==> src/rtl/pgc_pkg.sv <==
// ----------------------------------------------------------------------------
// Parking gate controller package
// Shared payload types, state and event codes, register indexes and reset
// values for the parking gate controller.
// ----------------------------------------------------------------------------
package pgc_pkg;

  // Widths of the fixed fields.
  localparam int ECHO_W     = 20;
  localparam int LIGHT_W    = 10;
  localparam int RADIO_W    = 8;
  localparam int TIME_W     = 32;
  localparam int TIMEOUT_W  = 16;
  localparam int CFG_IDX_W  = 2;
  localparam int CFG_DATA_W = 20;

  // Depth of the queue between the front and back parts.
  localparam int Q_DEPTH = 2;
  localparam int Q_PTR_W = (Q_DEPTH > 1) ? $clog2(Q_DEPTH) : 1;
  localparam int Q_CNT_W = $clog2(Q_DEPTH + 1);

  // Register reset values.
  localparam logic [LIGHT_W-1:0]   LIGHT_THRESHOLD_RST = LIGHT_W'(300);
  localparam logic [TIMEOUT_W-1:0] GATE_TIMEOUT_RST    = TIMEOUT_W'(5000);
  localparam logic [ECHO_W-1:0]    ECHO_LIMIT_RST      = ECHO_W'(1000);

  // Radio byte that requests the gate to open.
  localparam logic [RADIO_W-1:0] RADIO_OPEN_CODE = RADIO_W'(3);

  // Register indexes of the configuration port.
  typedef enum logic [CFG_IDX_W-1:0] {
    CFG_LIGHT_THRESHOLD = 2'd0,
    CFG_GATE_TIMEOUT    = 2'd1,
    CFG_ECHO_LIMIT      = 2'd2
  } pgc_cfg_idx_t;

  // Controller states.
  typedef enum logic [2:0] {
    ST_INITIAL  = 3'd0,
    ST_WAITING  = 3'd1,
    ST_FULL     = 3'd2,
    ST_LEAVING  = 3'd3,
    ST_SERVING  = 3'd4,
    ST_ENTERING = 3'd5
  } pgc_state_t;

  // Events derived from one tick.
  typedef enum logic [3:0] {
    EV_DARK         = 4'd0,
    EV_VACATED      = 4'd1,
    EV_OPEN         = 4'd2,
    EV_CAR_AT_GATE  = 4'd3,
    EV_GATE_TIMEOUT = 4'd4,
    EV_SLOTS_IDLE   = 4'd5,
    EV_NO_SPACE     = 4'd6,
    EV_SLOT_TAKEN   = 4'd7,
    EV_DAYLIGHT     = 4'd8
  } pgc_event_t;

  // One sensing tick.
  typedef struct packed {
    logic [ECHO_W-1:0]  echo_slot_one;
    logic [ECHO_W-1:0]  echo_slot_two;
    logic [ECHO_W-1:0]  echo_gate;
    logic [LIGHT_W-1:0] light_level;
    logic               button_pressed;
    logic               radio_valid;
    logic [RADIO_W-1:0] radio_code;
    logic [TIME_W-1:0]  now_ms;
  } pgc_item_t;

  // One controller result.
  typedef struct packed {
    logic [2:0] ctrl_state;
    logic [3:0] tick_event;
    logic       gate_raised;
    logic       night_lamp;
    logic       led_slot_one;
    logic       led_slot_two;
  } pgc_result_t;

  // A tick reduced to the facts the controller needs.
  typedef struct packed {
    logic              pres_one;
    logic              pres_two;
    logic              gate_pres;
    logic              day;
    logic              open_req;
    logic [TIME_W-1:0] now_ms;
  } pgc_cls_t;

  // Actions of one controller transition.
  typedef struct packed {
    logic show;
    logic gate_set;
    logic gate_clr;
    logic lamp_apply;
    logic arm;
  } pgc_act_t;

endpackage

==> src/rtl/parking_gate_controller_unit.sv <==
// ----------------------------------------------------------------------------
// Parking gate controller unit
// Top level: configuration registers, front classification stage, queue and
// back controller stage with its output register.
// ----------------------------------------------------------------------------
// Throughput: one tick per cycle while the output side does not stall.
// Path: a tick passes the front register, a queue entry and the output
// register, in that order, before its result is presented.
// Reset: synchronous; restores register defaults, the initial controller
// state, and empties the front stage, the queue and the output register.
module parking_gate_controller_unit import pgc_pkg::*; (
  input  logic                  clk,
  input  logic                  rst,
  input  logic                  item_valid,
  output logic                  item_stall,
  input  pgc_item_t             item,
  output logic                  result_valid,
  input  logic                  result_stall,
  output pgc_result_t           result,
  input  logic                  cfg_we,
  input  logic [CFG_IDX_W-1:0]  cfg_index,
  input  logic [CFG_DATA_W-1:0] cfg_data
);

  logic [LIGHT_W-1:0]   light_threshold;
  logic [TIMEOUT_W-1:0] gate_timeout_ms;
  logic [ECHO_W-1:0]    echo_limit_us;

  logic     f_valid;
  logic     f_stall;
  pgc_cls_t f_cls;
  logic     q_valid;
  logic     q_stall;
  pgc_cls_t q_cls;

  // Configuration registers; other indexes are ignored.
  always_ff @(posedge clk) begin
    if (rst) begin
      light_threshold <= LIGHT_THRESHOLD_RST;
      gate_timeout_ms <= GATE_TIMEOUT_RST;
      echo_limit_us   <= ECHO_LIMIT_RST;
    end else if (cfg_we) begin
      unique case (cfg_index)
        CFG_LIGHT_THRESHOLD: light_threshold <= cfg_data[LIGHT_W-1:0];
        CFG_GATE_TIMEOUT:    gate_timeout_ms <= cfg_data[TIMEOUT_W-1:0];
        CFG_ECHO_LIMIT:      echo_limit_us   <= cfg_data[ECHO_W-1:0];
        default: ;
      endcase
    end
  end

  // Front part: classify each transfer.
  pgc_front u_front (
    .clk             (clk),
    .rst             (rst),
    .item_valid      (item_valid),
    .item_stall      (item_stall),
    .item            (item),
    .light_threshold (light_threshold),
    .echo_limit_us   (echo_limit_us),
    .cls_valid       (f_valid),
    .cls_stall       (f_stall),
    .cls             (f_cls)
  );

  // Queue between the two parts.
  pgc_queue u_queue (
    .clk      (clk),
    .rst      (rst),
    .wr_valid (f_valid),
    .wr_stall (f_stall),
    .wr_data  (f_cls),
    .rd_valid (q_valid),
    .rd_stall (q_stall),
    .rd_data  (q_cls)
  );

  // Back part: event, transition and result register.
  pgc_back u_back (
    .clk             (clk),
    .rst             (rst),
    .cls_valid       (q_valid),
    .cls_stall       (q_stall),
    .cls             (q_cls),
    .gate_timeout_ms (gate_timeout_ms),
    .result_valid    (result_valid),
    .result_stall    (result_stall),
    .result          (result)
  );

endmodule

==> src/rtl/pgc_front.sv <==
// ----------------------------------------------------------------------------
// Parking gate controller front part
// Takes sensing ticks and reduces them to presence, daylight and open-request
// flags in a register stage ahead of the queue.
// ----------------------------------------------------------------------------
module pgc_front import pgc_pkg::*; (
  input  logic                 clk,
  input  logic                 rst,
  input  logic                 item_valid,
  output logic                 item_stall,
  input  pgc_item_t            item,
  input  logic [LIGHT_W-1:0]   light_threshold,
  input  logic [ECHO_W-1:0]    echo_limit_us,
  output logic                 cls_valid,
  input  logic                 cls_stall,
  output pgc_cls_t             cls
);

  pgc_cls_t cls_next;

  // Classify the incoming tick against the configured limits.
  always_comb begin
    cls_next.pres_one  = item.echo_slot_one < echo_limit_us;
    cls_next.pres_two  = item.echo_slot_two < echo_limit_us;
    cls_next.gate_pres = item.echo_gate < echo_limit_us;
    cls_next.day       = item.light_level > light_threshold;
    cls_next.open_req  = item.button_pressed ||
                         (item.radio_valid && (item.radio_code == RADIO_OPEN_CODE));
    cls_next.now_ms    = item.now_ms;
  end

  // The stage holds while its content cannot move on.
  assign item_stall = cls_valid && cls_stall;

  // Stage valid flag.
  always_ff @(posedge clk) begin
    if (rst) begin
      cls_valid <= 1'b0;
    end else if (!item_stall) begin
      cls_valid <= item_valid;
    end
  end

  // Stage payload, loaded on each input transfer.
  always_ff @(posedge clk) begin
    if (item_valid && !item_stall) begin
      cls <= cls_next;
    end
  end

endmodule

==> src/rtl/pgc_queue.sv <==
// ----------------------------------------------------------------------------
// Parking gate controller queue
// Short first-in first-out queue of classified ticks between the front and
// back parts, so that each side can stall on its own.
// ----------------------------------------------------------------------------
module pgc_queue import pgc_pkg::*; (
  input  logic     clk,
  input  logic     rst,
  input  logic     wr_valid,
  output logic     wr_stall,
  input  pgc_cls_t wr_data,
  output logic     rd_valid,
  input  logic     rd_stall,
  output pgc_cls_t rd_data
);

  pgc_cls_t            entries [Q_DEPTH];
  logic [Q_PTR_W-1:0]  wr_ptr;
  logic [Q_PTR_W-1:0]  rd_ptr;
  logic [Q_CNT_W-1:0]  count;
  logic                push;
  logic                pop;
  logic                full;

  // Handshake on both sides; a full queue still takes a transfer when one leaves.
  assign full     = count == Q_CNT_W'(Q_DEPTH);
  assign rd_valid = count != '0;
  assign pop      = rd_valid && !rd_stall;
  assign wr_stall = full && !pop;
  assign push     = wr_valid && !wr_stall;
  assign rd_data  = entries[rd_ptr];

  // Pointers and fill count.
  always_ff @(posedge clk) begin
    if (rst) begin
      wr_ptr <= '0;
      rd_ptr <= '0;
      count  <= '0;
    end else begin
      if (push) begin
        wr_ptr <= (wr_ptr == Q_PTR_W'(Q_DEPTH - 1)) ? '0 : wr_ptr + 1'b1;
      end
      if (pop) begin
        rd_ptr <= (rd_ptr == Q_PTR_W'(Q_DEPTH - 1)) ? '0 : rd_ptr + 1'b1;
      end
      if (push && !pop) begin
        count <= count + 1'b1;
      end else if (pop && !push) begin
        count <= count - 1'b1;
      end
    end
  end

  // Entry storage.
  always_ff @(posedge clk) begin
    if (push) begin
      entries[wr_ptr] <= wr_data;
    end
  end

endmodule

==> src/rtl/pgc_back.sv <==
// ----------------------------------------------------------------------------
// Parking gate controller back part
// Derives the prioritized event from a classified tick and the kept state,
// makes the controller transition and holds the result in an output register.
// ----------------------------------------------------------------------------
module pgc_back import pgc_pkg::*; (
  input  logic                 clk,
  input  logic                 rst,
  input  logic                 cls_valid,
  output logic                 cls_stall,
  input  pgc_cls_t             cls,
  input  logic [TIMEOUT_W-1:0] gate_timeout_ms,
  output logic                 result_valid,
  input  logic                 result_stall,
  output pgc_result_t          result
);

  pgc_state_t        state;
  pgc_state_t        state_next;
  logic [1:0]        slot_free;
  logic [1:0]        pending_led;
  logic [1:0]        shown_led;
  logic              daylight_flag;
  logic              timer_armed;
  logic [TIME_W-1:0] timer_start;
  logic              gate_up;
  logic              lamp_on;

  logic [1:0]        pres;
  logic [1:0]        left_slot;
  logic [1:0]        came_slot;
  logic [1:0]        pending_led_next;
  logic [1:0]        shown_led_next;
  logic [TIME_W-1:0] elapsed;
  logic              timed_out;
  logic              armed_derived;
  logic              timer_armed_next;
  logic              gate_up_next;
  logic              lamp_on_next;
  pgc_event_t        ev;
  pgc_act_t          act;
  logic              ready;
  logic              take;

  // A tick is taken when the output register is free or being emptied.
  assign ready     = !result_valid || !result_stall;
  assign cls_stall = !ready;
  assign take      = cls_valid && ready;

  // Slot presence changes against the kept occupancy.
  assign pres      = {cls.pres_two, cls.pres_one};
  assign left_slot = ~slot_free & ~pres;
  assign came_slot = slot_free & pres;
  assign elapsed   = cls.now_ms - timer_start;
  assign timed_out = elapsed > {{(TIME_W - TIMEOUT_W){1'b0}}, gate_timeout_ms};

  // Pending LEDs follow each slot change.
  always_comb begin
    for (int i = 0; i < 2; i++) begin
      if (came_slot[i]) begin
        pending_led_next[i] = 1'b0;
      end else if (left_slot[i]) begin
        pending_led_next[i] = 1'b1;
      end else begin
        pending_led_next[i] = pending_led[i];
      end
    end
  end

  // Event priority, lowest first; later tests override earlier ones.
  always_comb begin
    armed_derived = timer_armed;
    ev = EV_SLOTS_IDLE;
    if (|left_slot) begin
      ev = EV_VACATED;
    end
    if (|came_slot) begin
      ev = EV_SLOT_TAKEN;
    end
    if (&pres) begin
      ev = EV_NO_SPACE;
    end
    if (cls.day != daylight_flag) begin
      ev = cls.day ? EV_DAYLIGHT : EV_DARK;
    end
    if (timer_armed) begin
      if (cls.gate_pres) begin
        ev = EV_CAR_AT_GATE;
        armed_derived = 1'b0;
      end else if (timed_out) begin
        ev = EV_GATE_TIMEOUT;
        armed_derived = 1'b0;
      end
    end
    if (cls.open_req) begin
      ev = EV_OPEN;
    end
  end

  // Controller next state.
  always_comb begin
    state_next = state;
    unique case (state)
      ST_INITIAL: begin
        if (ev == EV_DARK || ev == EV_DAYLIGHT) begin
          state_next = ST_WAITING;
        end
      end
      ST_WAITING: begin
        if (ev == EV_OPEN) begin
          state_next = ST_SERVING;
        end else if (ev == EV_VACATED) begin
          state_next = ST_LEAVING;
        end
      end
      ST_SERVING: begin
        if (ev == EV_CAR_AT_GATE) begin
          state_next = ST_ENTERING;
        end else if (ev == EV_GATE_TIMEOUT) begin
          state_next = ST_WAITING;
        end
      end
      ST_ENTERING: begin
        if (ev == EV_SLOT_TAKEN) begin
          state_next = ST_WAITING;
        end else if (ev == EV_NO_SPACE) begin
          state_next = ST_FULL;
        end
      end
      ST_FULL: begin
        if (ev == EV_VACATED) begin
          state_next = ST_LEAVING;
        end
      end
      ST_LEAVING: begin
        if (ev == EV_SLOTS_IDLE || ev == EV_SLOT_TAKEN) begin
          state_next = ST_WAITING;
        end
      end
      default: begin
        state_next = state;
      end
    endcase
  end

  // Controller actions for the transition.
  always_comb begin
    act = '0;
    unique case (state)
      ST_INITIAL: begin
        act.lamp_apply = ev == EV_DARK || ev == EV_DAYLIGHT;
      end
      ST_WAITING: begin
        if (ev == EV_OPEN) begin
          act.gate_set = 1'b1;
          act.arm      = 1'b1;
        end else if (ev == EV_VACATED) begin
          act.show = 1'b1;
        end else begin
          act.lamp_apply = 1'b1;
        end
      end
      ST_SERVING: begin
        act.gate_clr = ev == EV_CAR_AT_GATE || ev == EV_GATE_TIMEOUT;
      end
      ST_ENTERING: begin
        act.show = ev == EV_SLOT_TAKEN || ev == EV_NO_SPACE;
      end
      ST_FULL: begin
        if (ev == EV_VACATED) begin
          act.show = 1'b1;
        end else begin
          act.lamp_apply = 1'b1;
        end
      end
      ST_LEAVING: begin
        act.show = ev == EV_SLOTS_IDLE || ev == EV_SLOT_TAKEN;
      end
      default: begin
        act = '0;
      end
    endcase
  end

  // Values of the kept outputs after the transition.
  always_comb begin
    shown_led_next   = act.show ? pending_led_next : shown_led;
    gate_up_next     = act.gate_set ? 1'b1 : (act.gate_clr ? 1'b0 : gate_up);
    timer_armed_next = act.arm || armed_derived;
    lamp_on_next     = lamp_on;
    if (act.lamp_apply) begin
      if (ev == EV_DARK) begin
        lamp_on_next = 1'b1;
      end else if (ev == EV_DAYLIGHT) begin
        lamp_on_next = 1'b0;
      end
    end
  end

  // Controller state, updated once per taken tick.
  always_ff @(posedge clk) begin
    if (rst) begin
      state         <= ST_INITIAL;
      slot_free     <= 2'b11;
      pending_led   <= 2'b11;
      shown_led     <= 2'b11;
      daylight_flag <= 1'b1;
      timer_armed   <= 1'b0;
      timer_start   <= '0;
      gate_up       <= 1'b0;
      lamp_on       <= 1'b0;
    end else if (take) begin
      state         <= state_next;
      slot_free     <= ~pres;
      pending_led   <= pending_led_next;
      shown_led     <= shown_led_next;
      daylight_flag <= cls.day;
      timer_armed   <= timer_armed_next;
      gate_up       <= gate_up_next;
      lamp_on       <= lamp_on_next;
      if (act.arm) begin
        timer_start <= cls.now_ms;
      end
    end
  end

  // Output register valid flag.
  always_ff @(posedge clk) begin
    if (rst) begin
      result_valid <= 1'b0;
    end else if (ready) begin
      result_valid <= cls_valid;
    end
  end

  // Output register payload.
  always_ff @(posedge clk) begin
    if (take) begin
      result.ctrl_state   <= state_next;
      result.tick_event   <= ev;
      result.gate_raised  <= gate_up_next;
      result.night_lamp   <= lamp_on_next;
      result.led_slot_one <= shown_led_next[0];
      result.led_slot_two <= shown_led_next[1];
    end
  end

endmodule
==> config.mk <==
export PLATFORM = sky130hd
export DESIGN_NAME = parking_gate_controller_unit
export DESIGN_NICKNAME = d
export VERILOG_FILES = /design/src/rtl/pgc_pkg.sv /design/src/rtl/parking_gate_controller_unit.sv /design/src/rtl/pgc_front.sv /design/src/rtl/pgc_queue.sv /design/src/rtl/pgc_back.sv
export SDC_FILE = /design/constraint.sdc
export NUM_CORES = 1
export LEC_CHECK = 0
export BUFFER_PORTS_ARGS = -buffer_cell sky130_fd_sc_hd__buf_2
export CAP_MARGIN = 0
export CORE_UTILIZATION = 35
export CTS_BUF_LIST = sky130_fd_sc_hd__clkbuf_8
export CTS_CLUSTER_DIAMETER = 50
export DETAILED_ROUTE_END_ITERATION = 10
export PLACE_DENSITY = 0.64
export SKIP_CTS_REPAIR_TIMING = 1
export SLEW_MARGIN = 20
export SYNTH_ARGS = -nofsm -noshare
export SYNTH_HDL_FRONTEND = slang
export SYNTH_SLANG_ARGS = --single-unit
==> constraint.sdc <==
create_clock -name clk -period 6.9 [get_ports clk]
set_input_delay 1.035 -clock clk [delete_from_list [all_inputs] [get_ports clk]]
set_output_delay 1.035 -clock clk [all_outputs]
set_load 0.1 [all_outputs]
Word level (Yosys, flattened, before mapping)
Memory sizes are Yosys's and may differ from the RTL's. A register that Yosys moved wholly into a read port is not among the register bits.
Index checks and enable logic that the tools add are counted.
W data, S select, Z words.
Operators by class
  add/sub/neg operators: 5
  order comparisons: 5
  equality and inequality tests: 18
  muxes and demuxes: 48
  bitwise logic cells: 4
  reductions and logical operators: 33
Operator list (number)
  $lt A20 B20 Y1: 3
  $mux W3: 11
  $gt A32 B16 Y1: 1
  $sub A32 B32 Y32: 1
  $mux W1: 25
  $mux W4: 6
  $pmux W3 S6: 1
  $eq A4 B3 Y1 const B: 4
  $gt A10 B10 Y1: 1
  $reduce_and A2 Y1: 5
  $eq A4 B2 Y1 const B: 2
  $eq A8 B2 Y1 const B: 1
  $logic_and A1 B1 Y1: 8
  $logic_or A1 B1 Y1: 7
  $eq A3 B2 Y1 const B: 2
  $eq A3 B3 Y1 const B: 2
  $logic_not A1 Y1: 6
  $mux W2: 3
  $and A2 B2 Y2: 2
  $eq A2 B2 Y1 const B: 2
  $eq A4 B1 Y1 const B: 1
  $eq A4 B4 Y1 const B: 1
  $logic_not A4 Y1: 1
  $not A2 Y2: 2
  12 further kinds: 15
Word-level totals
  register bits: 145
  RAM bits: 74
  output and inout bits: 13
  memories kept: 1
Memory list
  u_queue.entries: words 2, bits a word 37, rd ports 1, clocked after Yosys merged registers in 1, wr ports 1, RTL line pgc_queue.sv:17  | pgc_cls_t entries [Q_DEPTH];

Logic depth before layout (Yosys ltp)
  depth after elaboration: 16
  depth in mapped cells: 24
  mapped depth without buffers: 22

Modules after synthesis
From an unflattened synthesis, not the netlist that was laid out.
Second synthesis, totals
  cells, all modules: 1256
  area total of the unflattened synthesis: 12522.0 µm²
By module, submodules not included
  pgc_back: instances 1, cells an instance 685, area each 5031.1 µm²
  pgc_queue: instances 1, cells an instance 141, area each 2896.5 µm²
  pgc_front: instances 1, cells an instance 247, area each 2685.1 µm²
  parking_gate_controller_unit: instances 1, cells an instance 183, area each 1909.3 µm²

Least setup slack after synthesis
No wires, ideal clock.
  path type: register -> register
  from: register (tool-made name)
  to: register u_back.result[0] (netlist name)
  setup time: 0.260 ns
  arrival time: 5.467 ns
  required time: 6.640 ns
  path slack: 1.173 ns
  cell stages (with the launch flop): 22
  period minus slack after synthesis: 5.727 ns
  cell sequence: dfxtp_1 > buf_2 > buf_1 > mux2_2 > ha_1 > a21oi_1 > o21ai_0 > or3_1 > o21ai_0 > o21ai_0 > xor2_1 > ha_1 > nand4_1 > or4_1 > o21ai_0 > a21oi_1 > nor4_1 > nand4b_1 > nor4b_4 > a21oi_2 > nor3_4 > mux2_2

==> results.txt <==
The flow ran to the end, and the final reports show no timing, DRC or antenna violations. Of the cells placed in the final design, the portion with a size suffix greater than 1 is 19.3%. The initial antenna violation count is 0.

The first global-routing pass estimated 47.2 mm of wire. The total area inside the core boundary comes to 34500 sq um. The starting density of the core came out at 35.6%. For the worst setup path, the data arrival time is 6.24 ns. The slew at the pin closest to its max-slew limit is 0.936 ns. In the final routed layout, each cell accounts on average for 15.8 um. From bottom edge to top edge, the die measures 189 um.

After synthesis, the share of flip-flops with an asynchronous set or reset is 0%. TritonCTS built the clock tree. The signed area change from the synthesized netlist to the final layout came out at 16.4%. The number of placement rows is 68.

The placed wire-length estimate came out at 21.5 mm. The slowest library cell on the worst path is dfxtp_2. The worst clock skew is 0.0193 ns. The area share of the leading cell type in the synthesized netlist came out at 29.8%.

The count of state elements after synthesis came out at 220. edfxtp_1 is the most common cell in the netlist. The global router's overall resource usage came out at 16.3%. The final RePlAce weighted congestion is 0.873. The number of search-and-repair iterations in the first detailed-routing pass is 5. Counting along the longest clock path gives a buffer depth of 3. The final-report max-slew violation count is 0. The number of global-route vias before repair is 9458.

The library cell occupying the most area in the post-synthesis netlist is edfxtp_1. After detailed routing, the number of remaining DRC violations is 0. The area of the multi-input gates came out at 6140 sq um. The netlist area before placement came out at 12300 sq um.

The worst setup path is of the reg -> reg kind. The min-delay analysis places its worst path in the category reg -> reg. After routing the design area is 14300 sq um.

The power density relative to cell area is 328 nW/um^2. The total overflow reported by the global router came out at 0. Sorting the synthesized cells by area gives the leading types as edfxtp_1 30%, dfxtp_1 16%, ha_1 12%. The number of warnings issued by yosys is 0. Once detail routing completed, the nets flagged for antenna violations numbered 0. The count of flip-flops with a built-in enable after synthesis is 122.

The global routing usage on met2 is 27.8%. The later pin in the worst-skew pair is clocked with a latency of 0.53 ns. The number of nets in the final layout came out at 1619. The number of distinct library cells after synthesis came out at 77. The sequential area share after synthesis is 45.8%.

The net count after synthesis is 1465. The buffer type at the clock tree root is clkbuf_8. The register area came out at 5630 sq um. The most repeated library cell on the critical path is o21ai_0.

STA classifies the critical path startpoint as a flop. The top achievable clock speed came out at 168 MHz. The filler cell count in the final layout came out at 3464.

For this run, the leading register cell type out of synthesis is edfxtp_1. The global routing met3 resource utilization is 2.52%. CTS saw 220 sinks.

The worst path needs 5.96 ns of the cycle, external delays included. The total via count after detailed routing came out at 9497. The met1 track demand over resource came out at 21.2%. The leakage component of the power came out at 5.65 nW. The delay of the slowest cell on the worst path came out at 0.53 ns. Clock-pin slew was measured on the worst setup and hold paths at 0.06 ns. The antenna diode count came out at 0. The cell area reported after detailed placement is 13500 sq um.

The area enclosed by the die boundary is 35800 sq um. The die boundary width is 189 um. The number of port buffers came out at 151. STA puts the critical path data required time at 7.18 ns. The max-cap violation count came out at 0. The worst max-slew margin expressed relative to the limit came out at 37.6%.

The signal on the critical path passes through mux2_2 -> ha_1 -> a21oi_1 -> o21ai_0 -> or3_1 -> o21ai_0 -> o21ai_0 -> xor2_1 -> ha_1 -> nand4_1 -> or4_1 -> o21ai_0 -> a21oi_1 -> nor4_1 -> nand4b_1 -> nor4b_4 -> a21oi_2 -> nor3_4 -> mux2_2. The setup TNS came out at 0 ns. The number of primary I/O pins came out at 152. The synthesized area per cell is 10.2 sq um.

In the routed layout, each cell is associated on average with a via count of 5.14. Synthesis produced a netlist whose cell count is 1207. For this block, the routed nets add up to 29.1 mm of wire. The commonest cells after synthesis are 122 x edfxtp_1, 118 x ha_1, 109 x a21oi_1.

The count of endpoints failing hold in the final timing report is 0. Setup repair after global routing left no endpoint under its margin. In this run the worst path has a maximum fanout of 11. In this run the most used layer during global routing was met2. Setup violations remaining at the end of the flow were counted as 0. The clock buffer count from CTS is 40. The iteration-0 DRC count of the detailed router came out at 450.

The pin count of the biggest net entering global routing came out at 99. The final critical path takes up 86.4% of the cycle. The maximum ir drop on the vdd rail is 240 uV. CTS built an H-tree with a depth of 2. STA classifies the critical path endpoint as a flop.
==> state kept, by name, indices dropped and copies added (netlist names), 2 cells and up, named ones only <==
signal / flops
u_queue.entries: 74
u_front.cls: 37
u_back.timer_start: 32
echo_limit_us: 20
gate_timeout_ms: 16
u_back.result: 11
light_threshold: 10
u_back.state: 3
u_back.pending_led: 2
u_back.shown_led: 2
u_back.slot_free: 2
u_queue.count: 2
==> per-layer routing <==
layer / routed length [um] / up-vias
li1: - / 4738
met1: 13400 / 4503
met2: 13900 / 211
met3: 1140 / 45
met4: 603 / 0
met5: 0 / -
==> report_power, final <==
part / internal (mW) / switching [mW] / leakage (nW) / total, mW
Sequential: 1.53 / 0.0872 / 1.94 / 1.61
Clock: 0.680 / 0.528 / 0.462 / 1.21
Combinational: 0.687 / 1.18 / 3.24 / 1.87
Total: 2.89 / 1.80 / 5.65 / 4.69
==> placed cells by master, fill, tap and decap left out, types with 11 or more instances in the layout <==
| master | count |
|---|---|
| dfxtp_1 | 97 |
| a21o_1 | 32 |
| mux2_2 | 36 |
| nand3_1 | 13 |
| nand2_1 | 98 |
| o211ai_1 | 11 |
| mux2i_1 | 39 |
| nand4_1 | 17 |
| edfxtp_1 | 122 |
| clkbuf_8 | 42 |
| buf_2 | 151 |
| a21oi_1 | 109 |
| nor3_1 | 16 |
| xnor2_1 | 16 |
| o21a_1 | 21 |
| a31oi_1 | 12 |
| ha_1 | 118 |
| o21ai_0 | 44 |
| a211o_1 | 17 |
| inv_1 | 110 |
| nor2_1 | 92 |
==> path summary, 6_finish.rpt <==
| path | cells after the start | slack, ns | start | endpoint |
|---|---|---|---|---|
| setup reg to reg | 19 | 0.94 | flop | u_back.result[0] |
| setup / recovery | 19 | 0.94 | flop | u_back.result[0] |
| hold reg to reg | 0 | 0.44 | u_front.cls[15] | u_queue.entries[0][15] |
| hold / removal | 0 | 0.44 | u_front.cls[15] | u_queue.entries[0][15] |
==> critical path: cells and delay by family, from the launching register on <==
kind | cells | cell delay [ns]
multiplexers | 2 | 0.77
AND/OR/NAND/NOR | 7 | 2.28
flip-flops | 1 | 0.53
XOR/XNOR | 1 | 0.17
AO/OA/AOI/OAI | 7 | 1.26
adder cells (fa/ha/maj) | 2 | 0.68
==> final cells by class <==
class,count,area share [%]
tap,455,3.98
clock buffer,42,4.04
timing repair buffer,159,5.73
inverter,94,2.47
sequential,220,39.4
clock inverter,30,1.49
multi-input combinational,846,42.9
==> cells by family (layout without fill, tap and decap cells) <==
family | count (synthesis) | count (layout) | share of synthesized area (%)
buffers and inverters | 141 | 325 | 4.51
AOI/OAI and AO/OA | 313 | 313 | 16.6
and+or+nand+nor | 315 | 315 | 12.7
adders and majority gates | 119 | 119 | 12.2
muxes | 75 | 75 | 6.48
DFF | 220 | 220 | 45.8
xor gates and xnor gates | 24 | 24 | 1.71
==> per-stage QoR <==
| step | hold WS (ns) | worst slack (ns) | instances | power [mW] | utilization (%) |
|---|---|---|---|---|---|
| final | 0.442 | 0.941 | 1846 | 4.69 | 41.4 |
| after global routing | 0.453 | 0.488 | 1846 | 5.00 | 41.4 |
| after CTS | 0.441 | 0.948 | 1846 | 4.74 | 41.4 |
| after detailed placement | 0.430 | 0.984 | 1774 | 3.50 | 39.1 |
| after floorplan | 0.421 | 1.17 | 1207 | 3.06 | - |
| after global placement | 0.427 | 0.982 | 1774 | 3.47 | 39.1 |
No activity file was read; power rests on OpenSTA's default activity.
